File: src/design/msa_pkg.sv
package msa_pkg;

    // command codes of an input item
    typedef enum logic [1:0] {
        CMD_CLEAR = 2'd0,
        CMD_SPLAT = 2'd1,
        CMD_READ  = 2'd2,
        CMD_NOP   = 2'd3
    } cmd_code_t;

    // one stored cell: field, heat, depth
    localparam int VAL_W  = 16;
    localparam int CELL_W = 3 * VAL_W;
    localparam logic [VAL_W-1:0] VAL_MAX = 16'hFFFF;
    localparam logic [CELL_W-1:0] CELL_EMPTY = {16'h0000, 16'h0000, 16'hFFFF};

    // reciprocal numerator 255 * 65536 and divider width
    localparam logic [24:0] RECIP_NUM = 25'd16711680;
    localparam int DIV_W = 25;
    localparam int MUL_W = 23;
    localparam int MUL_LO_W = 12;

    // x * 4 / 5 as (x * 4 * 3277) >> 14, exact below 16384
    localparam logic [11:0] FIFTH_MUL = 12'd3277;
    localparam int FIFTH_SHIFT = 14;

    // x / 255 as (x * 32897) >> 23, exact below 66052
    localparam logic [15:0] HEAT_BIAS = 16'd127;
    localparam logic [16:0] INV255_MUL = 17'd32897;
    localparam int INV255_SHIFT = 23;

    // sphere front-surface rom
    localparam longint ROM_SCALE = 64'd16842495;
    typedef logic [VAL_W-1:0] rom_t [256];

    function automatic rom_t build_sphere_rom();
        rom_t   rom;
        longint n;
        longint s;
        longint t;
        for (int i = 0; i < 256; i++)
        begin
            n = ROM_SCALE * longint'(255 - i);
            s = 0;
            for (int b = 16; b >= 0; b--)
            begin
                t = s | (longint'(1) << b);
                if (t * t <= n)
                begin
                    s = t;
                end
            end
            if (n > s * s + s)
            begin
                s = s + 1;
            end
            rom[i] = s[VAL_W-1:0];
        end
        return rom;
    endfunction

    localparam rom_t SPHERE_ROM = build_sphere_rom();

    // controller to datapath commands
    typedef struct packed {
        logic load;
        logic setup;
        logic setup2;
        logic div_init;
        logic div_step;
        logic data_latch;
        logic cell_write;
        logic clr_step;
        logic rd_issue;
        logic res_load;
    } dp_cmd_t;

    // datapath to controller status
    typedef struct packed {
        logic box_empty;
        logic div_last;
        logic x_last;
        logic y_last;
        logic clr_last;
    } dp_status_t;

endpackage

File: src/design/msa_ctrl.sv
module msa_ctrl (
    input  logic                clk,
    input  logic                rst_n,
    input  logic                in_valid,
    input  logic [1:0]          in_command,
    output logic                in_ready,
    input  logic                out_ready,
    output logic                out_valid,
    input  msa_pkg::dp_status_t status,
    output msa_pkg::dp_cmd_t    cmd
);
    typedef enum logic [4:0] {
        S_INIT_CLEAR,
        S_IDLE,
        S_CLEAR,
        S_SETUP,
        S_SETUP2,
        S_DIV_INIT,
        S_DIV,
        S_C0,
        S_C1,
        S_C2,
        S_C3,
        S_C4,
        S_C5,
        S_C6,
        S_READ,
        S_READ_LATCH,
        S_FINISH
    } state_t;

    state_t state_reg;
    state_t state_next;
    logic   out_valid_reg;
    logic   out_valid_next;
    logic   accept;

    assign in_ready  = (state_reg == S_IDLE);
    assign out_valid = out_valid_reg;
    assign accept    = in_valid && in_ready;

    // command decode and next state
    always_comb
    begin
        cmd        = '0;
        state_next = state_reg;
        unique case (state_reg)
            S_INIT_CLEAR:
            begin
                cmd.clr_step = 1'b1;
                if (status.clr_last)
                begin
                    state_next = S_IDLE;
                end
            end
            S_IDLE:
            begin
                if (accept)
                begin
                    cmd.load = 1'b1;
                    unique case (msa_pkg::cmd_code_t'(in_command))
                        msa_pkg::CMD_CLEAR: state_next = S_CLEAR;
                        msa_pkg::CMD_SPLAT: state_next = S_SETUP;
                        msa_pkg::CMD_READ:  state_next = S_READ;
                        default:            state_next = S_FINISH;
                    endcase
                end
            end
            S_CLEAR:
            begin
                cmd.clr_step = 1'b1;
                if (status.clr_last)
                begin
                    state_next = S_FINISH;
                end
            end
            S_SETUP:
            begin
                cmd.setup  = 1'b1;
                state_next = S_SETUP2;
            end
            S_SETUP2:
            begin
                cmd.setup2 = 1'b1;
                state_next = S_DIV_INIT;
            end
            S_DIV_INIT:
            begin
                if (status.box_empty)
                begin
                    state_next = S_FINISH;
                end
                else
                begin
                    cmd.div_init = 1'b1;
                    state_next   = S_DIV;
                end
            end
            S_DIV:
            begin
                cmd.div_step = 1'b1;
                if (status.div_last)
                begin
                    state_next = S_C0;
                end
            end
            S_C0: state_next = S_C1;
            S_C1:
            begin
                cmd.data_latch = 1'b1;
                state_next     = S_C2;
            end
            S_C2: state_next = S_C3;
            S_C3: state_next = S_C4;
            S_C4: state_next = S_C5;
            S_C5: state_next = S_C6;
            S_C6:
            begin
                cmd.cell_write = 1'b1;
                if (status.x_last && status.y_last)
                begin
                    state_next = S_FINISH;
                end
                else
                begin
                    state_next = S_C0;
                end
            end
            S_READ:
            begin
                cmd.rd_issue = 1'b1;
                state_next   = S_READ_LATCH;
            end
            S_READ_LATCH:
            begin
                cmd.data_latch = 1'b1;
                state_next     = S_FINISH;
            end
            S_FINISH:
            begin
                if (!out_valid_reg || out_ready)
                begin
                    cmd.res_load = 1'b1;
                    state_next   = S_IDLE;
                end
            end
            default: state_next = S_IDLE;
        endcase
    end

    // output valid follows result loads and takes
    always_comb
    begin
        if (cmd.res_load)
        begin
            out_valid_next = 1'b1;
        end
        else if (out_ready)
        begin
            out_valid_next = 1'b0;
        end
        else
        begin
            out_valid_next = out_valid_reg;
        end
    end

    always_ff @(posedge clk or negedge rst_n)
    begin
        if (!rst_n)
        begin
            state_reg     <= S_INIT_CLEAR;
            out_valid_reg <= 1'b0;
        end
        else
        begin
            state_reg     <= state_next;
            out_valid_reg <= out_valid_next;
        end
    end
endmodule

File: config.mk
export PLATFORM = sky130hd
export DESIGN_NAME = msa_ctrl
export DESIGN_NICKNAME = d
export VERILOG_FILES = /design/src/design/msa_pkg.sv /design/src/design/msa_ctrl.sv
export SDC_FILE = /design/constraint.sdc
export NUM_CORES = 1
export LEC_CHECK = 0
export BUFFER_PORTS_ARGS = -buffer_cell sky130_fd_sc_hd__buf_2
export CELL_PAD_IN_SITES_DETAIL_PLACEMENT = 1
export CELL_PAD_IN_SITES_GLOBAL_PLACEMENT = 1
export CORE_UTILIZATION = 33
export CTS_CLUSTER_DIAMETER = 200
export DETAILED_ROUTE_END_ITERATION = 16
export PLACE_DENSITY_LB_ADDON = 0.1
export SKIP_CTS_REPAIR_TIMING = 1
export SYNTH_ARGS = -nofsm -noshare
export SYNTH_HDL_FRONTEND = slang
export SYNTH_SLANG_ARGS = --single-unit
File: constraint.sdc
create_clock -name clk -period 1.99 [get_ports clk]
set_input_delay 0.4975 -clock clk [delete_from_list [all_inputs] [get_ports clk]]
set_output_delay 0.4975 -clock clk [all_outputs]
set_load 0.03 [all_outputs]
Yosys cells after proc, flatten, opt, wreduce, memory -nomap -nowiden
Index checks and enable logic that the tools add are counted.
{ "classes": {"n_eq_ne": 23, "muxes": 24, "reduce_logical": 10} }
{ "op_table": {"columns": ["operator", "count"], "rows": [
  ["$pmux W5 S17", 1],
  ["$eq A5 B4 Y1 const B", 8],
  ["$mux W5", 7],
  ["$eq A5 B3 Y1 const B", 4],
  ["$mux W1", 15],
  ["$pmux W5 S3", 1],
  ["$eq A5 B2 Y1 const B", 2],
  ["$ne A2 B2 Y1 const B", 4],
  ["$eq A5 B1 Y1 const B", 1],
  ["$eq A5 B5 Y1 const B", 1],
  ["$logic_not A5 Y1", 1],
  ["$reduce_and A5 Y1", 1],
  ["$reduce_or A2 Y1", 2],
  ["$eq A2 B1 Y1 const B", 1],
  ["$eq A2 B2 Y1 const B", 1],
  ["$logic_and A1 B1 Y1", 2],
  ["$logic_not A2 Y1", 1],
  ["$ne A2 B1 Y1 const B", 1],
  ["$reduce_bool A2 Y1", 1],
  ["$logic_not A1 Y1", 1],
  ["$logic_or A1 B1 Y1", 1]
]} }
{ "word_totals": {"reg_bits": 6, "in_bits": 11, "elab_cells": 59} }

Depth between registers and ports, before layout
Gate-level depths: netlist of the first run.
{ "logic_depth": {"depth_word": 5, "ltp_mapped": 6, "depth_no_buf": 4} }

Worst setup path before layout of the first run
OpenSTA, ideal clock, no wires.
{ "synth_path": {"kind": "flip-flop to output port", "startpoint": "reg state_reg[4]", "endpoint": "out cmd[9] (netlist name)", "t_arrival_ns": 1.772, "required_ns": 1.492, "slack_ns": -0.279, "path_stages_with_launch": 4, "path_cell_list": "dfrtp_1 -> buf_1 -> nor4_2 -> and2_1"} }
{ "synth_lines": {"columns": ["item", "line_no", "rtl"], "rows": [
  ["from (decl)", "msa_ctrl.sv:32", "state_t state_reg;"],
  ["from (signal assigned)", "msa_ctrl.sv:177", "state_reg <= state_next;"],
  ["to (decl)", "msa_ctrl.sv:10", "output msa_pkg::dp_cmd_t cmd"]
]} }

==> key figures, run 1 <==
Run status
  • Failing checks: negative setup slack
  • Run status: complete, but fails checks

Run
  • Max-capacitance violation count: 0

Detailed routing
  • DRT Wirelength: 2250 um
  • Post-detailed-route via-to-cell ratio: 5.21
  • Number of remaining DRC errors: 0
  • Average routed wire per standard cell: 16.0 um
  • Iteration-0 DRC Markers: 7
  • First-pass detailed-route iteration total: 4
  • Number of routed nets with antenna violations: 0
  • Total number of vias: 735

Die
  • Vert. Die Dim: 45.7 um
  • IO Count: 23
  • Placeable core region: between 0.0015 and 0.002 mm^2
  • Effective utilization at floorplan: 35.7%
  • Width of the die: 45.7 um
  • Die Footprint: approximately 0.0021 mm^2
  • Count of standard-cell rows: 15

Layout
  • Fill cells: 224
  • Cell area after layout: 976 um^2
  • Post-layout nets: approximately 130
  • Number of inserted diodes: 0
  • Commonest non-fill, non-tap cell in the layout: buf_2
  • Final core occ: 55.3%
  • Most frequent cells in the layout: 16 x buf_2, 15 x buf_4, 8 x inv_1
  • Register area: between 150 and 200 um^2
  • Max FFs per register: 5
  • Multi-input gate area: 465 um^2
  • Synth-to-layout area growth: 54.8%
  • Fraction of layout instances using a drive strength above 1: 51.7%

STA
  • Final setup viols: 1
  • RSZ-0062 raised after global routing: yes
  • Time the worst path needs with I/O delays and setup: between 1500 and 2000 ps
  • Achievable clock frequency: 502 MHz
  • Worst slew pin tran: roughly 480 ps
  • Tcrit/Tclk final: 100%
  • Number of failing hold endpoints at the final stage: 0
  • Post-Route Setup TNS: -2.80 ps
  • Relative slew slack: roughly 68%
  • Final max-slew violation count: 0
  • Worst setup skew after layout: about 1.3 ps
  • Minimum hold slack: roughly 70 ps
  • Worst-case setup margin in the final layout: -2.80 ps

Yosys
  • Post-Syn Nets: 93
  • Fraction of the yosys area taken by sequential cells: 23.8%
  • Share of cell area taken by muxes after synthesis: under 10%
  • Distinct cell type count after synthesis: 37
  • Share of the synthesized area in the top cell type: 23.8%
  • Area share of xor/xnor cells in the synthesized design: 0%
  • Fraction of the mapped netlist area in adder cells: 0%
  • Synthesized netlist cell count: 82
  • Cell accounting for the most synthesized area: dfrtp_1
  • Commonest register cell after synthesis: dfrtp_1
  • Post-Synthesis Mean Instance Area: 7.69 um^2
  • Area contributors post-synth: dfrtp_1 24%, inv_1 4.8%, nor2_1 4.8%, nand2_1 4.2%, nand2b_1 4.0%
  • Fraction of the mapped netlist area in compound gates: 27.4%
  • Area of the mapped netlist: 631 um^2
  • Post-synth EDFFs: 0
  • Area share of and/or/nand/nor cells after synthesis: about a third
  • FF+latch count, synth: 6
  • Number of warning messages in the yosys log: 0
  • Dominant combinational cell family by area after synthesis: simple AND/OR/NAND/NOR gates
  • Share of synthesized flip-flops with an asynchronous set or reset: 100%

Power
  • Pwr Density: 1650 mW/mm^2
  • Standby leakage power: 0.000449 uW
  • Switch Pwr: slightly below 800 uW
  • Internal Pwr Total: 824 uW
  • Clock network power share: 7.0%
  • Net switching fraction of the power: 48.9%
  • Sequential cell fraction of total power: between 10% and 20%
  • Combinational group share of total power: 75.5%
  • VDD IR-drop max: approximately 0.00062 V

Clocking
  • Clock transition at path regs: 50 ps
  • Clock insertion delay at the later pin of the skew report: 240 ps
  • Level count of the clock H-tree: 1
  • Cts bufs inserted: 3
  • Sink Count: 6
  • CTS tree: yes
  • Number of buffers between clock root and the deepest sink: 2
  • Clock root buffer: clkbuf_4

Critical path
  • Data required time of the critical path: 1490 ps
  • Critical path's largest stage delay: approximately 380 ps
  • Crit path cell chain: nand2b_4 -> buf_6 -> nor4_4 -> and2_1 -> buf_6
  • Crit path capture type: output port
  • Max stage delay cell, worst path: dfrtp_1
  • Type of the worst setup path: reg -> out
  • Startpoint type of the worst setup path: flop
  • Most used cell along the critical path: buf_6
  • Data arrival time at the worst-slack endpoint: ~1500 ps
  • Worst-path maximum fanout: 5

Place
  • RD Place Congestion: 0.792
  • Final HPWL DP: 1570 um
  • Count of buffers inserted at the top-level ports: 22
  • Instance area at placement: 806 um^2

Global routing
  • Maximum number of pins on one net before global-route repair: 14
  • Total congestion overflow: 0
  • Global-route wire length before repair: 3220 um
  • Total global-route track usage: between 20% and 30%
  • Initial antenna violation count: 0
  • Vias in the first global route: 659

Hold path
  • Hold Path Class: in -> async
==> routing by layer <==
metal	GRT usage (%)	vias up	wire (um)
li1	-	361	-
met1	28.0	355	953
met2	37.1	17	1230
met3	3.57	2	46
met4	7.06	0	17
met5	0	-	0
==> worst paths after layout <==
kind	from	end	slack [ps]	cells after the start
setup reg to reg	state_reg[3]	state_reg[0]	280	4
max in group asynchronous	rst_n	state_reg[3]	1760	1
min in group clk	out_ready	out_valid	460	2
hold reg to reg	out_valid	out_valid	590	2
hold / removal	rst_n	state_reg[4]	70	1
setup / recovery	state_reg[1]	cmd[9]	-3	5
==> cells in the mapped netlist, types with 2 or more instances <==
master and instances:
nand3_1 4, inv_1 8, nand2b_1 4, mux2i_1 2, nand2_1 7, buf_4 2
dfrtp_1 6, nand3b_1 2, a21oi_1 3, buf_2 4, and2_1 2, o21ai_0 2
o22ai_2 2, nor3_1 4, nor2_1 8
==> area by class of cell <==
cell class / instances / area share, %
Clock buffer: 3 / 2.31
Inverter: 8 / 3.08
Multi-Input combinational cell: 61 / 47.7
Sequential cell: 6 / 15.9
Tap cell: 25 / 3.21
Timing Repair Buffer: 38 / 27.8
==> power groups by stage <==
stage	combinational, uW	sequential (uW)	clock [uW]
3_5_place_dp	954	257	0
3_3_place_gp	950	258	0
6_report	1220	281	114
2_1_floorplan	712	224	0
5_1_grt	1300	290	125
4_1_cts	960	260	117
==> critical path: cells and delay by family (launching register included) <==
family	cells	cell delay, ps
buf+inv	2	260
simple gates	3	610
flops	1	380
==> metrics by stage <==
stage	std cells	setup slack, ps	total power (uW)
after floorplan	82	-66.1	936
after detailed placement	129	154	1210
after CTS	132	-119	1340
after global placement	129	172	1210
after global routing	141	-58.3	1720
final	141	-2.80	1610
==> cell families after synthesis <==
group,count (synthesis)
simple gates,39
compound gates,20
flops,6
mux,2
buf+inv,15
(Power assumes the default switching activity.)
==> run 2: changes to the inputs <==
- SKIP_CTS_REPAIR_TIMING: 1 -> default
==> run 2 against run 1 <==
The flow still finishes with violations (negative setup slack). Final cell count shrank 3.5%. Clock-buffer cell count is the same. Fmax shrank 0.18%. Routed wire length shrank 0.31%. Cell area shrank 5.0%. Sequential power is essentially flat. Combinational power shrank 7%. Non-clock buffer count shrank 5. Setup slack lost 3.7 ps. Die area is the same. Sequential share of layout area grew 0.84 points.
==> key figures, run 2 (synthesis gave the netlist of run 1 again) <==
Die
  • IO Count: 23 (unchanged)
  • Die Footprint: 0.00209 mm^2 (unchanged)
  • Count of standard-cell rows: 15 (unchanged)
  • Placeable core region: 0.00176 mm^2 (unchanged)
  • Vert. Die Dim: 45.7 um (unchanged)
  • Width of the die: 45.7 um (unchanged)
  • Effective utilization at floorplan: 35.7% (unchanged)

Clocking
  • Hold-fix buffers, CTS: 0
  • CTS tree: yes (unchanged)
  • Clock transition at path regs: 50 ps (about the same)
  • Level count of the clock H-tree: 1 (unchanged)
  • Cts bufs inserted: 3 (unchanged)
  • Number of buffers between clock root and the deepest sink: 2 (unchanged)
  • Sink Count: 6 (unchanged)
  • Clock root buffer: clkbuf_4 (unchanged)
  • Clock insertion delay at the later pin of the skew report: 240 ps (about the same)

Detailed routing
  • Post-detailed-route via-to-cell ratio: 5.26 (was 5.21)
  • Average routed wire per standard cell: 16.5 um (was 16.0 um)
  • Total number of vias: 716 (was 735)
  • Iteration-0 DRC Markers: 13 (was 7)
  • First-pass detailed-route iteration total: 4 (unchanged)
  • Number of remaining DRC errors: 0 (unchanged)
  • Number of routed nets with antenna violations: 0 (unchanged)
  • DRT Wirelength: 2240 um (was 2250 um)

Critical path
  • Data required time of the critical path: 1490 ps (about the same)
  • Max stage delay cell, worst path: dfrtp_2 (was dfrtp_1)
  • Number of cells on the worst reg-to-reg path: 4 (unchanged)
  • Startpoint type of the worst setup path: flop (unchanged)
  • Origin of the critical flop-to-flop path: state_reg[3] (unchanged)
  • Crit path capture type: output port (unchanged)
  • Worst reg2reg path endpoint: state_reg[0] (unchanged)
  • Type of the worst setup path: reg -> out (unchanged)
  • Data arrival time at the worst-slack endpoint: 1500 ps (about the same)
  • Internal reg-to-reg setup slack: 300 ps (was 280 ps)
  • Critical path's largest stage delay: 480 ps (was 380 ps)
  • Worst-path maximum fanout: 6 (was 5)
  • Crit path cell chain: or3b_4 -> nor3_2 -> buf_4 (was nand2b_4 -> buf_6 -> nor4_4 -> and2_1 -> buf_6)

Global routing
  • Initial antenna violation count: 0 (unchanged)
  • Maximum number of pins on one net before global-route repair: 14 (unchanged)
  • Total global-route track usage: 22.3% (was 21.8%)
  • Total congestion overflow: 0 (unchanged)
  • Global-route wire length before repair: 3250 um (was 3220 um)
  • Vias in the first global route: 690 (was 659)

Place
  • Final HPWL DP: 1570 um (unchanged)
  • Instance area at placement: 806 um^2 (unchanged)
  • Count of buffers inserted at the top-level ports: 22 (unchanged)
  • RD Place Congestion: 0.792 (unchanged)
  • Dpl cells: 129 (unchanged)

STA
  • Achievable clock frequency: 501 MHz (was 502 MHz)
  • Worst-case setup margin in the final layout: -6.47 ps (was -2.80 ps)
  • Number of failing hold endpoints at the final stage: 0 (unchanged)
  • RSZ-0062 raised after global routing: yes (unchanged)
  • Relative slew slack: 69.1% (was 68.1%)
  • Worst slew pin tran: 461 ps (was 477 ps)
  • Time the worst path needs with I/O delays and setup: 2000 ps (was 1990 ps)
  • Worst setup skew after layout: 1.09 ps (was 1.28 ps)
  • Tcrit/Tclk final: 100% (about the same)
  • Final max-slew violation count: 0 (unchanged)
  • Final setup viols: 2 (was 1)

Layout
  • Cell area after layout: 927 um^2 (was 976 um^2)
  • Commonest non-fill, non-tap cell in the layout: buf_2 (unchanged)
  • Register area: 155 um^2 (unchanged)
  • Post-layout nets: 124 (was 129)
  • Non-filler instance count after layout: 136 (was 141)
  • Multi-input gate area: 462 um^2 (was 465 um^2)
  • Fraction of layout instances using a drive strength above 1: 50.5% (was 51.7%)
  • Fill cells: 226 (was 224)
  • Max FFs per register: 5 (unchanged)
  • Number of inserted diodes: 0 (unchanged)
  • Synth-to-layout area growth: 47.0% (was 54.8%)
  • Most frequent cells in the layout: 16 x buf_2, 12 x buf_4, 8 x inv_1 (was 16 x buf_2, 15 x buf_4, 8 x inv_1)

Hold path
  • Hold Path Class: in -> async (unchanged)

Run
  • Max-capacitance violation count: 0 (unchanged)

Power
  • Pwr Density: 1650 mW/mm^2 (about the same)
  • VDD IR-drop max: 0.000689 V (was 0.000620 V)
  • Standby leakage power: 0.000416 uW (was 0.000449 uW)

Run status
  • Run status: complete, but fails checks (unchanged)
  • Failing checks: negative setup slack (unchanged)
[run 2: changes by cell type in the layout (fill, tap and decap cells not counted), sizes merged]
cell / before / now
buf: 38 / 33
[run 2: how the worst max path moves through the flow]
stage                     depth (start not counted)         start  slack [ps]      to
after floorplan                                   3  state_reg[4]         -70  cmd[9]
after global placement                            3  state_reg[2]         170  cmd[4]
after detailed placement                          4  state_reg[2]         150  cmd[5]
after CTS                                         5  state_reg[1]         -20  cmd[9]
after global routing                              5  state_reg[1]         -70  cmd[9]
final                                             3  state_reg[4]          -6  cmd[6]
[run 2: timing repair]
item	4_1_cts	5_1_grt
cloned	0	0
resized for setup	10	14
pin swaps	0	6
setup buffers	1	3
setup endpoints to repair	6	7
[run 2: layer usage]
metal	wire length (um)	global-route usage, %	up-vias
met2	1160	38.0	19
met1	1010	27.5	344
li1	-	-	351
met5	0	0	-
met3	45	3.57	2
met4	24	9.41	0
[run 2: metrics by stage]
stage / TNS, ps / worst slack [ps] / hold WS, ps / util [%] / power [uW]
floorplan: -66.1 / -66.1 / 202 / - / 936
global placement: 0 / 172 / 325 / 45.7 / 1210
detailed placement: 0 / 154 / 330 / 45.7 / 1210
CTS: -18.2 / -18.2 / 67.7 / 49.3 / 1400
global route: -232 / -71.8 / 69.7 / 52.6 / 1620
finish: -12.2 / -6.47 / 70.7 / 52.6 / 1530
[run 2: worst max-delay path: cells and delay by family (launching register included)]
family,cells,cell delay (ps)
simple gates,2,590
flops,1,480
buf+inv,1,180
[run 2: where the power goes]
group          switching, uW  total, uW  internal [uW]
Sequential               107        281            174
Combinational            619       1130            516
Clock                   45.4        114           68.3
Total                    771       1530            759
[run 2: final cells by class]
type | count | area share [%]
well taps | 25 | 3.37
inverters | 8 | 3.24
flip-flops and latches | 6 | 16.7
repair buffers | 33 | 24.4
multi-input cells | 61 | 49.8
clock buffers | 3 | 2.43
==> run 3: changes to the inputs <==
- SKIP_LAST_GASP: default -> 1
==> run 3 against run 2 <==
Final cell count is the same. Clock-buffer cell count is the same. Setup slack lost 5.2 ps. Largest cell class unchanged. Cell area shrank 0.81%. Global-route usage is the same. Critical endpoint unchanged. Total power shrank 0.29%. The run still ends with negative setup slack left. Sequential share of layout area grew 0.14 points.
==> key figures, run 3 (synthesis gave the netlist of run 1 again) <==
Run status
  • Run status: complete, but fails checks (unchanged)
  • Failing checks: negative setup slack (unchanged)

STA
  • Relative slew slack: 69.5% (was 69.1%)
  • Worst slew pin tran: 455 ps (was 461 ps)
  • Final max-slew violation count: 0 (unchanged)
  • Worst-case setup margin in the final layout: -11.6 ps (was -6.47 ps)
  • Final setup viols: 2 (unchanged)
  • RSZ-0062 raised after global routing: yes (unchanged)
  • Number of failing hold endpoints at the final stage: 0 (unchanged)
  • Time the worst path needs with I/O delays and setup: 2000 ps (about the same)
  • Post-Route Setup TNS: -17.4 ps (was -12.2 ps)
  • Achievable clock frequency: 500 MHz (was 501 MHz)
  • Worst setup skew after layout: 1.26 ps (was 1.09 ps)
  • Tcrit/Tclk final: 101% (was 100%)

Place
  • Final HPWL DP: 1570 um (unchanged)
  • Count of buffers inserted at the top-level ports: 22 (unchanged)
  • Instance area at placement: 806 um^2 (unchanged)
  • RD Place Congestion: 0.792 (unchanged)
  • Dpl cells: 129 (unchanged)

Layout
  • Number of inserted diodes: 0 (unchanged)
  • Commonest non-fill, non-tap cell in the layout: buf_2 (unchanged)
  • Register area: 155 um^2 (unchanged)
  • Max FFs per register: 5 (unchanged)
  • Non-filler instance count after layout: 136 (unchanged)
  • Cell area after layout: 920 um^2 (was 927 um^2)
  • Synth-to-layout area growth: 45.8% (was 47.0%)
  • Fraction of layout instances using a drive strength above 1: 50.5% (unchanged)
  • Most frequent cells in the layout: 16 x buf_2, 12 x buf_4, 8 x inv_1 (unchanged)
  • Fill cells: 222 (was 226)
  • Multi-input gate area: 462 um^2 (unchanged)
  • Post-layout nets: 124 (unchanged)
  • Final core occ: 52.1% (was 52.6%)

Die
  • Count of standard-cell rows: 15 (unchanged)
  • Effective utilization at floorplan: 35.7% (unchanged)
  • Placeable core region: 0.00176 mm^2 (unchanged)
  • Die Footprint: 0.00209 mm^2 (unchanged)
  • Vert. Die Dim: 45.7 um (unchanged)
  • Width of the die: 45.7 um (unchanged)
  • IO Count: 23 (unchanged)

Critical path
  • Crit path cell chain: or3b_4 -> nor3_2 -> buf_4 (unchanged)
  • Type of the worst setup path: reg -> out (unchanged)
  • Data arrival time at the worst-slack endpoint: 1500 ps (about the same)
  • Data required time of the critical path: 1490 ps (about the same)
  • Cell class contributing the biggest share of worst-path delay: simple AND/OR/NAND/NOR gates (unchanged)
  • Crit path capture type: output port (unchanged)
  • Worst-path maximum fanout: 6 (unchanged)
  • Startpoint type of the worst setup path: flop (unchanged)
  • Critical path's largest stage delay: 480 ps (about the same)
  • Max stage delay cell, worst path: dfrtp_2 (unchanged)
  • Buf/Inv on CP: 1 (unchanged)

Detailed routing
  • Iteration-0 DRC Markers: 15 (was 13)
  • Total number of vias: 720 (was 716)
  • Number of remaining DRC errors: 0 (unchanged)
  • Post-detailed-route via-to-cell ratio: 5.29 (was 5.26)
  • Number of routed nets with antenna violations: 0 (unchanged)
  • First-pass detailed-route iteration total: 4 (unchanged)
  • DRT Wirelength: 2250 um (was 2240 um)
  • Average routed wire per standard cell: 16.6 um (was 16.5 um)

Clocking
  • CTS tree: yes (unchanged)
  • Level count of the clock H-tree: 1 (unchanged)
  • Hold-fix buffers, CTS: 0 (unchanged)
  • Number of buffers between clock root and the deepest sink: 2 (unchanged)
  • Clock insertion delay at the later pin of the skew report: 240 ps (about the same)
  • Sink Count: 6 (unchanged)
  • Clock root buffer: clkbuf_4 (unchanged)
  • Cts bufs inserted: 3 (unchanged)
  • Clock transition at path regs: 50 ps (about the same)

Power
  • Pwr Density: 1660 mW/mm^2 (was 1650 mW/mm^2)
  • VDD IR-drop max: 0.000690 V (was 0.000689 V)
  • Total power draw: 1530 uW (about the same)
  • Standby leakage power: 0.000414 uW (was 0.000416 uW)

Run
  • Max-capacitance violation count: 0 (unchanged)

Hold path
  • Hold Path Class: in -> async (unchanged)

Global routing
  • Vias in the first global route: 690 (unchanged)
  • Total congestion overflow: 0 (unchanged)
  • Total global-route track usage: 22.3% (unchanged)
  • Maximum number of pins on one net before global-route repair: 14 (unchanged)
  • Initial antenna violation count: 0 (unchanged)
  • Global-route wire length before repair: 3250 um (unchanged)
run 3: metrics by stage:
stage	setup WS, ps	hold slack [ps]
2_1_floorplan	-66.1	202
3_3_place_gp	172	325
3_5_place_dp	154	330
4_1_cts	-25.4	67.6
5_1_grt	-84.8	69.7
6_report	-11.6	70.6
run 3: cell type report:
class                      count  area share (%)
multi-input combinational     61            50.2
inverter                       8            3.27
tap                           25            3.40
clock buffer                   3            2.45
timing repair buffer          33            23.8
sequential                     6            16.9
run 3: power by group:
part	switching, uW	total, uW	internal, uW
Sequential	108	282	174
Combinational	617	1130	512
Clock	45.2	114	68.3
Total	771	1530	755
run 3: routing by layer:
| layer | track usage, % | vias up | share of wire [%] |
|---|---|---|---|
| met5 | 0 | - | 0 |
| met4 | 9.41 | 0 | 1.1 |
| met3 | 3.57 | 2 | 2.0 |
| met2 | 38.0 | 17 | 51 |
| met1 | 27.5 | 350 | 46 |
| li1 | - | 351 | - |
run 3: path summary, 6_finish.rpt:
path	start	endpoint	slack, ps	cells after the start
max	state_reg[4]	cmd[6]	-10	3
min	rst_n	state_reg[4]	70	1
max reg2reg	state_reg[3]	state_reg[0]	310	4
min reg2reg	out_valid	out_valid	600	2
max in group asynchronous	rst_n	state_reg[3]	1760	1
min in group clk	out_ready	out_valid	470	2
run 3: repair_timing:
item                                    in CTS  in global routing
gates resized for setup                      8                 13
pin swaps                                    0                  5
endpoints found under the setup margin       6                  9
buffers inserted                             1                  3
run 3: worst register-to-register path, cell delays in order, from the launching register on:
cell and delay, ps:
dfrtp_2 490, buf_4 210, nor2_1 370, a22oi_1 180
o311a_1 310
